--- config.mk ---
export PLATFORM = sky130hd
export DESIGN_NAME = event_window_expiry_fifo_core
export DESIGN_NICKNAME = d
export VERILOG_FILES = /design/src/sv/ewef_pkg.sv /design/src/sv/event_window_expiry_fifo_core.sv /design/src/sv/ewef_ram.sv /design/src/sv/ewef_front.sv /design/src/sv/ewef_back.sv
export SDC_FILE = /design/constraint.sdc
export NUM_CORES = 2
export LEC_CHECK = 0
export BUFFER_PORTS_ARGS = -buffer_cell sky130_fd_sc_hd__buf_2
export CORE_ASPECT_RATIO = 0.9
export CORE_UTILIZATION = 44
export CTS_CLUSTER_DIAMETER = 30
export DETAILED_ROUTE_END_ITERATION = 12
export PLACE_DENSITY_LB_ADDON = 0.05
export REMOVE_ABC_BUFFERS = 1
export SYNTH_ARGS = -nofsm -noshare
export SYNTH_HDL_FRONTEND = slang
export SYNTH_HIERARCHICAL = 1
export SYNTH_SLANG_ARGS = --single-unit
--- constraint.sdc ---
create_clock -name clk -period 7.08 [get_ports clk]
set_clock_uncertainty 0.15 [all_clocks]
set_input_delay 1.062 -clock clk [delete_from_list [all_inputs] [get_ports clk]]
set_output_delay 1.062 -clock clk [all_outputs]
set_load 0.01 [all_outputs]
--- src/sv/ewef_pkg.sv ---
`timescale 1ns / 1ps

package ewef_pkg;

  // Store geometry
  localparam int STORE_DEPTH = 32;
  localparam int IDX_W       = (STORE_DEPTH > 1) ? $clog2(STORE_DEPTH) : 1;
  localparam int CNT_W       = $clog2(STORE_DEPTH + 1);

  // Field widths
  localparam int TIME_W  = 32;
  localparam int WORD_W  = 32;
  localparam int COORD_W = 14;

  localparam logic [TIME_W-1:0] WINDOW_RESET = 32'd10000;

  // Operation codes
  localparam logic OP_ARRIVE = 1'b0;
  localparam logic OP_FLUSH  = 1'b1;

  // One held event
  typedef struct packed {
    logic [TIME_W-1:0]  stamp;
    logic [COORD_W-1:0] x;
    logic [COORD_W-1:0] y;
    logic               pol;
  } entry_t;

  localparam int ENTRY_W = $bits(entry_t);

  // Classified command from the front end
  typedef struct packed {
    logic   flush;
    entry_t ev;
  } cmd_t;

  // Wrapping pointer advance
  function automatic logic [IDX_W-1:0] next_slot(input logic [IDX_W-1:0] i);
    next_slot = (i == IDX_W'(STORE_DEPTH - 1)) ? '0 : i + IDX_W'(1);
  endfunction

endpackage

--- src/sv/event_window_expiry_fifo_core.sv ---
`timescale 1ns / 1ps

// Channel  Direction  Handshake            Payload
// in       input      in_valid/in_ready    operation, event_time, event_word
// out      output     out_valid/out_ready  pos_x, pos_y, polarity_on, stamp,
//                                          leaving, forced_out, last_of_run
// cfg      input      cfg_we (no wait)     cfg_wdata -> window_length
//
// The first result of an item passes the select, store read and evaluate
// steps; each further result passes the store read and evaluate steps again.
// An empty flush gives no result. A stalled result holds the evaluate step;
// the two-entry command queue keeps taking inputs meanwhile until it is full.
// Synchronous reset empties the store and the queue; the window returns to 10000.

module event_window_expiry_fifo_core import ewef_pkg::*; (
  input  logic               clk,
  input  logic               rst,
  input  logic               cfg_we,
  input  logic [TIME_W-1:0]  cfg_wdata,
  input  logic               in_valid,
  output logic               in_ready,
  input  logic               operation,
  input  logic [TIME_W-1:0]  event_time,
  input  logic [WORD_W-1:0]  event_word,
  output logic               out_valid,
  input  logic               out_ready,
  output logic [COORD_W-1:0] pos_x,
  output logic [COORD_W-1:0] pos_y,
  output logic               polarity_on,
  output logic [TIME_W-1:0]  stamp,
  output logic               leaving,
  output logic               forced_out,
  output logic               last_of_run
);

  logic cmd_valid;
  cmd_t cmd;
  logic cmd_pop;

  // Accept and classify
  ewef_front u_front (
    .clk       (clk),
    .rst       (rst),
    .in_valid  (in_valid),
    .in_ready  (in_ready),
    .operation (operation),
    .event_time(event_time),
    .event_word(event_word),
    .cmd_valid (cmd_valid),
    .cmd       (cmd),
    .cmd_pop   (cmd_pop)
  );

  // Window store and result sequencing
  ewef_back u_back (
    .clk        (clk),
    .rst        (rst),
    .cfg_we     (cfg_we),
    .cfg_wdata  (cfg_wdata),
    .cmd_valid  (cmd_valid),
    .cmd        (cmd),
    .cmd_pop    (cmd_pop),
    .out_valid  (out_valid),
    .out_ready  (out_ready),
    .pos_x      (pos_x),
    .pos_y      (pos_y),
    .polarity_on(polarity_on),
    .stamp      (stamp),
    .leaving    (leaving),
    .forced_out (forced_out),
    .last_of_run(last_of_run)
  );

endmodule

--- src/sv/ewef_ram.sv ---
`timescale 1ns / 1ps

module ewef_ram #(
  parameter int WIDTH = 8,
  parameter int DEPTH = 16
) (
  input  logic                                      clk,
  input  logic                                      wr_en,
  input  logic [((DEPTH > 1) ? $clog2(DEPTH) : 1)-1:0] wr_addr,
  input  logic [WIDTH-1:0]                          wr_data,
  input  logic [((DEPTH > 1) ? $clog2(DEPTH) : 1)-1:0] rd_addr,
  output logic [WIDTH-1:0]                          rd_data
);

  logic [WIDTH-1:0] mem [DEPTH];

  // Single write port, registered read port
  always_ff @(posedge clk) begin
    if (wr_en) begin
      mem[wr_addr] <= wr_data;
    end
    rd_data <= mem[rd_addr];
  end

endmodule

--- src/sv/ewef_front.sv ---
`timescale 1ns / 1ps

module ewef_front import ewef_pkg::*; (
  input  logic              clk,
  input  logic              rst,
  input  logic              in_valid,
  output logic              in_ready,
  input  logic              operation,
  input  logic [TIME_W-1:0] event_time,
  input  logic [WORD_W-1:0] event_word,
  output logic              cmd_valid,
  output cmd_t              cmd,
  input  logic              cmd_pop
);

  cmd_t       slots [2];
  logic       wr_ptr;
  logic       rd_ptr;
  logic [1:0] fill;
  cmd_t       decoded;
  logic       push;

  // Unpack the event word
  always_comb begin
    decoded.flush    = (operation == OP_FLUSH);
    decoded.ev.stamp = event_time;
    decoded.ev.x     = event_word[COORD_W-1:0];
    decoded.ev.y     = event_word[2*COORD_W-1:COORD_W];
    decoded.ev.pol   = |event_word[WORD_W-1:2*COORD_W];
  end

  assign in_ready  = (fill != 2'd2);
  assign push      = in_valid && in_ready;
  assign cmd_valid = (fill != 2'd0);
  assign cmd       = slots[rd_ptr];

  // Two-entry command queue
  always_ff @(posedge clk) begin
    if (rst) begin
      wr_ptr <= 1'b0;
      rd_ptr <= 1'b0;
      fill   <= 2'd0;
    end else begin
      if (push) begin
        wr_ptr <= ~wr_ptr;
      end
      if (cmd_pop) begin
        rd_ptr <= ~rd_ptr;
      end
      fill <= fill + 2'(push) - 2'(cmd_pop);
    end
  end

  always_ff @(posedge clk) begin
    if (push) begin
      slots[wr_ptr] <= decoded;
    end
  end

endmodule

--- src/sv/ewef_back.sv ---
`timescale 1ns / 1ps

module ewef_back import ewef_pkg::*; (
  input  logic               clk,
  input  logic               rst,
  input  logic               cfg_we,
  input  logic [TIME_W-1:0]  cfg_wdata,
  input  logic               cmd_valid,
  input  cmd_t               cmd,
  output logic               cmd_pop,
  output logic               out_valid,
  input  logic               out_ready,
  output logic [COORD_W-1:0] pos_x,
  output logic [COORD_W-1:0] pos_y,
  output logic               polarity_on,
  output logic [TIME_W-1:0]  stamp,
  output logic               leaving,
  output logic               forced_out,
  output logic               last_of_run
);

  typedef enum logic [1:0] {
    S_IDLE,
    S_LOAD,
    S_EVAL
  } state_t;

  state_t            state;
  cmd_t              cur;
  logic              forced_done;
  logic [IDX_W-1:0]  head;
  logic [IDX_W-1:0]  tail;
  logic [CNT_W-1:0]  count;
  logic [TIME_W-1:0] window;
  entry_t            oldest;

  logic slot_free;
  logic expire_hit;
  logic store_full;
  logic force_go;
  logic arrive_go;
  logic emit_go;

  // Event store; read port always follows the head
  ewef_ram #(
    .WIDTH(ENTRY_W),
    .DEPTH(STORE_DEPTH)
  ) u_store (
    .clk    (clk),
    .wr_en  (arrive_go),
    .wr_addr(tail),
    .wr_data(cur.ev),
    .rd_addr(head),
    .rd_data(oldest)
  );

  // Decisions for the evaluate step
  assign slot_free  = !out_valid || out_ready;
  assign expire_hit = (count != '0) && !forced_done &&
                      ((oldest.stamp + window) <= cur.ev.stamp);
  assign store_full = (count == CNT_W'(STORE_DEPTH));
  assign force_go   = !expire_hit && store_full && !forced_done;
  assign arrive_go  = (state == S_EVAL) && !cur.flush && slot_free &&
                      !expire_hit && !force_go;
  assign emit_go    = (state == S_EVAL) && slot_free && (!cur.flush || (count != '0));
  assign cmd_pop    = (state == S_IDLE) && cmd_valid;

  // Sequencer, pointers and output register
  always_ff @(posedge clk) begin
    if (rst) begin
      state       <= S_IDLE;
      forced_done <= 1'b0;
      head        <= '0;
      tail        <= '0;
      count       <= '0;
      window      <= WINDOW_RESET;
      out_valid   <= 1'b0;
    end else begin
      if (cfg_we) begin
        window <= cfg_wdata;
      end
      // a new result loads, a taken one clears, a stalled one holds
      out_valid <= emit_go || (out_valid && !out_ready);

      unique case (state)
        S_IDLE: begin
          if (cmd_valid) begin
            cur         <= cmd;
            forced_done <= 1'b0;
            state       <= S_LOAD;
          end
        end

        // wait state: the read register takes the head entry before the evaluate step
        S_LOAD: begin
          state <= S_EVAL;
        end

        S_EVAL: begin
          if (cur.flush) begin
            if (count == '0) begin
              state <= S_IDLE;
            end else if (slot_free) begin
              pos_x       <= oldest.x;
              pos_y       <= oldest.y;
              polarity_on <= oldest.pol;
              stamp       <= oldest.stamp;
              leaving     <= 1'b1;
              forced_out  <= 1'b0;
              last_of_run <= (count == CNT_W'(1));
              head        <= next_slot(head);
              count       <= count - CNT_W'(1);
              state       <= (count == CNT_W'(1)) ? S_IDLE : S_LOAD;
            end
          end else if (slot_free) begin
            if (expire_hit || force_go) begin
              pos_x       <= oldest.x;
              pos_y       <= oldest.y;
              polarity_on <= oldest.pol;
              stamp       <= oldest.stamp;
              leaving     <= 1'b1;
              forced_out  <= force_go;
              last_of_run <= 1'b0;
              head        <= next_slot(head);
              count       <= count - CNT_W'(1);
              if (force_go) begin
                forced_done <= 1'b1;
              end
              state <= S_LOAD;
            end else begin
              // arrival: report it and queue it at the tail
              pos_x       <= cur.ev.x;
              pos_y       <= cur.ev.y;
              polarity_on <= cur.ev.pol;
              stamp       <= cur.ev.stamp;
              leaving     <= 1'b0;
              forced_out  <= 1'b0;
              last_of_run <= 1'b1;
              tail        <= next_slot(tail);
              count       <= count + CNT_W'(1);
              state       <= S_IDLE;
            end
          end
        end

        default: state <= S_IDLE;
      endcase
    end
  end

endmodule

Word-level counts from Yosys, hierarchy flattened
Memory sizes are Yosys's and may differ from the RTL's. A register that Yosys moved wholly into a read port is not among the register bits.
Cells that the tools add are included.
{ "word_totals": {"regBits": 120, "ramBits": 2076, "inputBits": 102, "wordCells": 149, "n_memories": 2} }
{ "classes": {"addsub": 7, "magnitude_cmp": 1, "eq_ne": 15, "muxes": 65, "n_bitwise": 5, "n_reduce_logical": 37} }
{ "mem_list": {"columns": ["name", "words", "width", "rd", "rd_clocked_by_memory_dff", "wr", "line_no", "text"], "rows": [
  ["u_back.u_store.mem", 32, 61, 1, 1, 1, "ewef_ram.sv:15", "logic [WIDTH-1:0] mem [DEPTH];"],
  ["u_front.slots", 2, 62, 1, 1, 1, "ewef_front.sv:16", "cmd_t slots [2];"]
]} }
{ "ops": {"columns": ["operator", "count"], "rows": [
  ["$mux W32", 5],
  ["$mux W14", 10],
  ["$mux W5", 7],
  ["$add A32 B32 Y32", 1],
  ["$le A32 B32 Y1", 1],
  ["$mux W1", 31],
  ["$mux W6", 5],
  ["$logic_and A1 B1 Y1", 13],
  ["$reduce_and A4 Y1", 3],
  ["$add A5 B1 Y5 const B", 2],
  ["$eq A5 B5 Y1 const B", 2],
  ["$mux W2", 5],
  ["$reduce_and A3 Y1", 3],
  ["$ne A2 B2 Y1 const B", 4],
  ["$add A6 B1 Y6 const B", 1],
  ["$eq A6 B1 Y1 const B", 1],
  ["$eq A6 B6 Y1 const B", 1],
  ["$logic_not A1 Y1", 6],
  ["$logic_not A6 Y1", 1],
  ["$ne A2 B1 Y1 const B", 3],
  ["$pmux W2 S3", 1],
  ["$reduce_and A6 Y1", 1],
  ["$reduce_bool A2 Y1", 3],
  ["$reduce_bool A6 Y1", 1],
  ["12 further kinds", 19]
]} }

Logic depth before layout (Yosys ltp)
{ "depth": {"word_depth": 11, "depth_mapped": 22} }

Hierarchy
Netlist, hierarchy kept.
{ "modules_own_cells": {"columns": ["mod", "instances", "cells_per_inst", "area_each_um2", "seq_area_each_um2"], "rows": [
  ["ewef_ram", 1, 4262, 77206.5, 59837.4],
  ["ewef_back", 1, 796, 8993.6, 4824.6],
  ["ewef_front", 1, 222, 4723.3, 3823.7]
]} }

Worst setup path after synthesis
OpenSTA, ideal clock, no wires.
{ "synth_path": {"path_type": "flip-flop to flip-flop", "start": "register u_back.window[16]", "end": "memory u_back/u_store/mem[12][0] in the netlist's numbering, enable pin", "setup_ns": 0.480, "arrival_ns": 7.058, "t_required_ns": 6.450, "slack_ns": -0.609, "path_stages_with_launch": 22, "cell_sequence": "dfxtp_1 > ha_1 > clkbuf_1 > nand2_1 > o21ai_0 > nor4_1 > o41a_1 > a31oi_1 > a21bo_2 > a21oi_1 > xnor2_1 > ha_1 > nand4_1 > nand4bb_1 > nand3b_1 > a31oi_1 > o41ai_4 > nand3b_1 > inv_1 > or3b_2 > clkbuf_1 > nor2_1"} }
{ "synth_between": {"elab_chain_len": 10, "elab_cells_between_ends": 11} }
{ "synth_lines": {"columns": ["element", "line_no", "text"], "rows": [
  ["from (decl)", "ewef_back.sv:34", "logic [TIME_W-1:0] window;"],
  ["from (signal assigned)", "ewef_back.sv:80", "window <= cfg_wdata;"],
  ["$add A32 B32 Y32 (*)", "ewef_back.sv:60", "((oldest.stamp + window) <= cur.ev.stamp);"],
  ["$le A32 B32 Y1 (*)", "ewef_back.sv:60", null],
  ["$logic_and A1 B1 Y1 (*)", "ewef_back.sv:59", "assign expire_hit = (count != '0) && !forced_done &&"],
  ["$logic_not A1 Y1 (*)", "ewef_back.sv:62, ewef_back.sv:64", null],
  ["$logic_and A1 B1 Y1 (2 in series)", "ewef_back.sv:62", "assign force_go = !expire_hit && store_full && !forced_done;"],
  ["$logic_not A1 Y1", "ewef_back.sv:64", "!expire_hit && !force_go;"],
  ["$logic_and A1 B1 Y1 (*)", "ewef_back.sv:64", null],
  ["net u_back.arrive_go", "ewef_back.sv:41", "logic arrive_go;"],
  ["$mux W1 (*)", "ewef_ram.sv:19", "if (wr_en) begin"],
  ["$mux W1 (implied by the code) (*)", "ewef_ram.sv:20", "mem[wr_addr] <= wr_data;"],
  ["to (decl)", "ewef_ram.sv:15", null]
]} }
Mark *: on every way through the listed nets, which the timed path passes. The rest lies on a longest branch.

Worst setup path after layout
{ "layout_path": {"start": "register u_back.window[6]", "end": "memory u_back/u_store/mem[12][34] in the netlist's numbering, enable pin"} }
The elaborated chain is that of the path after synthesis.

==> flow_results.xml <==
<?xml version="1.0" encoding="UTF-8"?>
<metrics>
  <group name="run_status">
    <metric name="outcome" unit="">finished clean</metric>
  </group>
  <group name="placed_design">
    <metric name="gp_routability_congestion" unit="">0.838</metric>
    <metric name="hpwl" unit="um">147000</metric>
    <metric name="io_buf_count" unit="">167</metric>
    <metric name="pre_cts_slack" unit="ns">0.237</metric>
  </group>
  <group name="setup_path">
    <metric name="cpPeakStageDelay" unit="ns">0.71</metric>
    <metric name="cp_top_family" unit="">simple AND/OR/NAND/NOR gates</metric>
    <metric name="worstRegToRegCells" unit="">20</metric>
    <metric name="crit_path_start_kind" unit="">flip-flop</metric>
    <metric name="critical_path.n_buffers_inverters" unit="">2</metric>
    <metric name="critPathCaptureType" unit="">flip-flop</metric>
    <metric name="cp_slowest_cell" unit="">sky130_fd_sc_hd__or3b_2</metric>
    <metric name="regToRegStartpoint" unit="">u_back/window[6]</metric>
    <metric name="timing.setup.critical_path_class" unit="">flip-flop to flip-flop</metric>
    <metric name="signal_arrival_time_at_the_worst_endpoint" unit="ns">7.07</metric>
    <metric name="timing.critical_path.required" unit="ns">7.52</metric>
    <metric name="cp_cell_sequence" unit="">ha_1, a211o_1, a211o_1, and3_1, o21ai_0, a31oi_1, a21bo_2, a21oi_1, xnor2_1, ha_1, nand4_1, nand4bb_1, nand3b_1, a31oi_1, o41ai_4, nand3b_1, inv_1, or3b_2, nor2_4, buf_12</metric>
    <metric name="regToRegEndpoint" unit="">u_back/u_store/mem[12][34]</metric>
    <metric name="reg2reg_setup_slack" unit="ns">0.45</metric>
    <metric name="cp_max_fo" unit="">37</metric>
  </group>
  <group name="die">
    <metric name="design.die.area" unit="sq um">208000</metric>
    <metric name="io_pins" unit="">168</metric>
    <metric name="die_height" unit="um">433</metric>
    <metric name="row_count" unit="">157</metric>
    <metric name="initial_cell_density_of_the_core" unit="%">44.5</metric>
    <metric name="die_x" unit="um">481</metric>
    <metric name="floorplan.core_area" unit="sq um">204000</metric>
  </group>
  <group name="timing">
    <metric name="timing_hold_violations_final" unit="">0</metric>
    <metric name="whs" unit="ns">0.112</metric>
    <metric name="layout_min_cycle_time" unit="ns">6.63</metric>
    <metric name="totalNegativeSetupSlack" unit="ns">0</metric>
    <metric name="final_min_period_over_clock_period" unit="%">93.6</metric>
    <metric name="max-slew-margin-rel" unit="%">19.3</metric>
    <metric name="worstMarginPinSlew" unit="ns">1.21</metric>
    <metric name="maxSlewViolCount" unit="">0</metric>
    <metric name="setup-violations-final" unit="">0</metric>
    <metric name="clock.fmax" unit="MHz">151</metric>
    <metric name="final.setup.worst_slack" unit="ns">0.452</metric>
    <metric name="rsz_0062_raised_after_global_routing" unit="">false</metric>
  </group>
  <group name="clock_tree">
    <metric name="quantity_of_hold_fixing_buffers_added_after_cts" unit="">0</metric>
    <metric name="cts_max_level" unit="">5</metric>
    <metric name="cts_inserted_buffers" unit="">483</metric>
    <metric name="clkLatencyLatePin" unit="ns">0.98</metric>
    <metric name="clock_sink_count" unit="">2320</metric>
    <metric name="clock_path_buffers" unit="">4</metric>
    <metric name="clock_tree.root_cell" unit="">sky130_fd_sc_hd__clkbuf_16</metric>
    <metric name="cts_tree" unit="">built</metric>
    <metric name="cts.clk_slew.worst_paths" unit="ns">0.05</metric>
  </group>
  <group name="hold_path">
    <metric name="min_path_cells" unit="">1</metric>
    <metric name="holdCritPathClass" unit="">input pin to flip-flop</metric>
    <metric name="timing.hold.worst_endpoint" unit="">u_front/slots[1][24]</metric>
    <metric name="start_point_of_the_worst_min_delay_path" unit="">event_word[9]</metric>
  </group>
  <group name="yosys">
    <metric name="synth_area_leader_cell" unit="">sky130_fd_sc_hd__edfxtp_1</metric>
    <metric name="ys_types" unit="">70</metric>
    <metric name="post_synth_inst_count" unit="">5280</metric>
    <metric name="synth-main-ff-cell" unit="">sky130_fd_sc_hd__edfxtp_1</metric>
    <metric name="share_of_synthesized_registers_carrying_an_async_set_or_reset" unit="%">0</metric>
    <metric name="synth_most_common_cell" unit="">sky130_fd_sc_hd__edfxtp_1</metric>
    <metric name="synth_seq_area_share" unit="%">75.3</metric>
    <metric name="syn_area" unit="sq um">90900</metric>
    <metric name="biggest_area_contributors_in_the_synthesized_netlist" unit="">sky130_fd_sc_hd__edfxtp_1 (73%), sky130_fd_sc_hd__mux2i_1 (11%), sky130_fd_sc_hd__dfxtp_1 (2.6%), sky130_fd_sc_hd__a22oi_1 (1.5%), sky130_fd_sc_hd__a21oi_1 (1.3%)</metric>
    <metric name="synth.avg_cell_area" unit="sq um">17.2</metric>
    <metric name="post_synth_edffs" unit="">2202</metric>
    <metric name="synth_top_area_share" unit="%">72.7</metric>
    <metric name="synth-seq-cells" unit="">2320</metric>
    <metric name="most_numerous_cell_types_in_the_synthesized_netlist" unit="">sky130_fd_sc_hd__edfxtp_1 (2,202), sky130_fd_sc_hd__mux2i_1 (1,008), sky130_fd_sc_hd__nand2_1 (253)</metric>
    <metric name="warning_count_from_the_yosys_run" unit="">6</metric>
  </group>
  <group name="power_and_ir_drop">
    <metric name="total_leakage_power" unit="nW">36.4</metric>
    <metric name="worst_ir_drop_vdd" unit="uV">303</metric>
    <metric name="total_power" unit="mW">41.8</metric>
    <metric name="power_density" unit="nW/um^2">374</metric>
  </group>
  <group name="global_route">
    <metric name="global_route_wire_length_before_repair" unit="um">365000</metric>
    <metric name="grt_antenna_before_repair" unit="">17</metric>
    <metric name="grt_start_max_net_pins" unit="">108</metric>
    <metric name="globalRouteTotalUtil" unit="%">24.4</metric>
    <metric name="gr-total-overflow" unit="">0</metric>
    <metric name="first_global_vias" unit="">49896</metric>
  </group>
  <group name="cells_and_area">
    <metric name="layout_cells_sized_above_1" unit="%">20.3</metric>
    <metric name="area_growth" unit="%">23.1</metric>
    <metric name="layout.nets" unit="">6012</metric>
  </group>
  <group name="routing">
    <metric name="ant_nets" unit="">0</metric>
    <metric name="vias" unit="">49764</metric>
    <metric name="dr.pass1.iters" unit="">5</metric>
    <metric name="drt-total-wl" unit="um">256000</metric>
    <metric name="post_dr_vias_cell" unit="">5.57</metric>
    <metric name="drc" unit="">0</metric>
    <metric name="first_iter_violations" unit="">4149</metric>
    <metric name="average_routed_wire_per_standard_cell" unit="um">28.6</metric>
  </group>
  <group name="job">
    <metric name="timing.max_cap.violations" unit="">0</metric>
  </group>
</metrics>
## worst max-delay path by stage
stage / startpoint / depth (start not counted) / end
2_1_floorplan: u_back/head[0] / 6 / u_back/head[3]
3_3_place_gp: u_back/window[0] / 22 / u_back/u_store/mem[4][6]
3_5_place_dp: u_back/window[0] / 22 / u_back/u_store/mem[4][6]
4_1_cts: u_back/u_store/rd_data[29] / 22 / u_back/u_store/mem[12][33]
5_1_grt: u_back/window[0] / 23 / u_back/u_store/mem[0][18]
6_report: u_back/window[6] / 20 / u_back/u_store/mem[12][34]
## layer usage
layer / GRT usage, % / part of all wire (%) / vias to the layer above / routed length (um)
met2: 37.8 / 46 / 1467 / 118000
li1: - / - / 22099 / -
met5: 0 / 0.021 / - / 53
met1: 35.4 / 46 / 25833 / 119000
met3: 4.58 / 5.5 / 357 / 13900
met4: 6.27 / 2.0 / 8 / 5010
## cell families after synthesis
family                   synth area share (%)
buffers and inverters                    2.21
adder cells (fa/ha/maj)                 0.999
XOR/XNOR                                0.328
multiplexers                             12.2
AND/OR/NAND/NOR                          3.57
AO/OA/AOI/OAI                            5.34
flip-flops                               75.3
## layout make-up
class / instances / area (sq um)
timing repair buffer: 348 / 2910
fill: 16265 / 92400
clock buffer: 555 / 12600
tap: 2703 / 3380
antenna: 2 / 5.00
multi-input combinational: 2638 / 20700
clock inverter: 325 / 3580
sequential: 2320 / 68500
inverter: 47 / 179
## power by group
part	internal (mW)	leakage [nW]	switching, mW
logic	1.13	7.74	2.27
clock network	15.1	7.81	7.11
registers	16.0	20.8	0.253
total	32.2	36.4	9.64
## metrics by stage
step,util [%],instances,cell area [sq um]
4_1_cts,54.8,8935,112000
2_1_floorplan,-,5005,89100
3_5_place_dp,46.8,8055,95700
5_1_grt,54.8,8937,112000
3_3_place_gp,46.8,8055,95700
6_report,54.8,8938,112000
## layout by cell type (no fill, tap or decap), types with 46 or more instances in the layout
cell | synthesis | routed
sky130_fd_sc_hd__edfxtp_1 | 2202 | 2202
sky130_fd_sc_hd__clkinv_2 | 0 | 87
sky130_fd_sc_hd__o21ai_0 | 57 | 57
sky130_fd_sc_hd__buf_2 | 59 | 166
sky130_fd_sc_hd__a31oi_1 | 70 | 70
sky130_fd_sc_hd__clkbuf_16 | 0 | 489
sky130_fd_sc_hd__bufinv_16 | 0 | 67
sky130_fd_sc_hd__buf_12 | 1 | 57
sky130_fd_sc_hd__mux2_2 | 92 | 92
sky130_fd_sc_hd__mux2i_1 | 1008 | 1008
sky130_fd_sc_hd__ha_1 | 71 | 71
sky130_fd_sc_hd__nand3_1 | 197 | 197
sky130_fd_sc_hd__nand2_1 | 253 | 252
sky130_fd_sc_hd__nor3_1 | 69 | 69
sky130_fd_sc_hd__a21oi_1 | 237 | 237
sky130_fd_sc_hd__clkinv_1 | 0 | 64
sky130_fd_sc_hd__clkbuf_1 | 90 | 52
sky130_fd_sc_hd__buf_4 | 41 | 125
sky130_fd_sc_hd__clkinvlp_4 | 0 | 58
sky130_fd_sc_hd__nor2_1 | 100 | 66
sky130_fd_sc_hd__dfxtp_1 | 118 | 116
sky130_fd_sc_hd__inv_1 | 47 | 46
sky130_fd_sc_hd__a22oi_1 | 183 | 183
sky130_fd_sc_hd__a22o_1 | 123 | 123
## state kept, by name (all words and copies together) (netlist names), 5 cells and up, named ones only
name / cells
u_back/u_store/mem: 1952
u_front/slots: 124
u_back/cur: 62
u_back/u_store/rd_data: 61
u_back/stamp: 32
u_back/window: 32
u_back/pos_x: 14
u_back/pos_y: 14
u_back/count: 6
u_back/head: 5
u_back/tail: 5
## repair_timing
item / 4_1_cts / 5_1_grt
setup endpoints to repair: 0 / 329
setup buffers: 0 / 1
resized for setup: 0 / 0
Note: power is estimated with default switching activity, not from simulation.
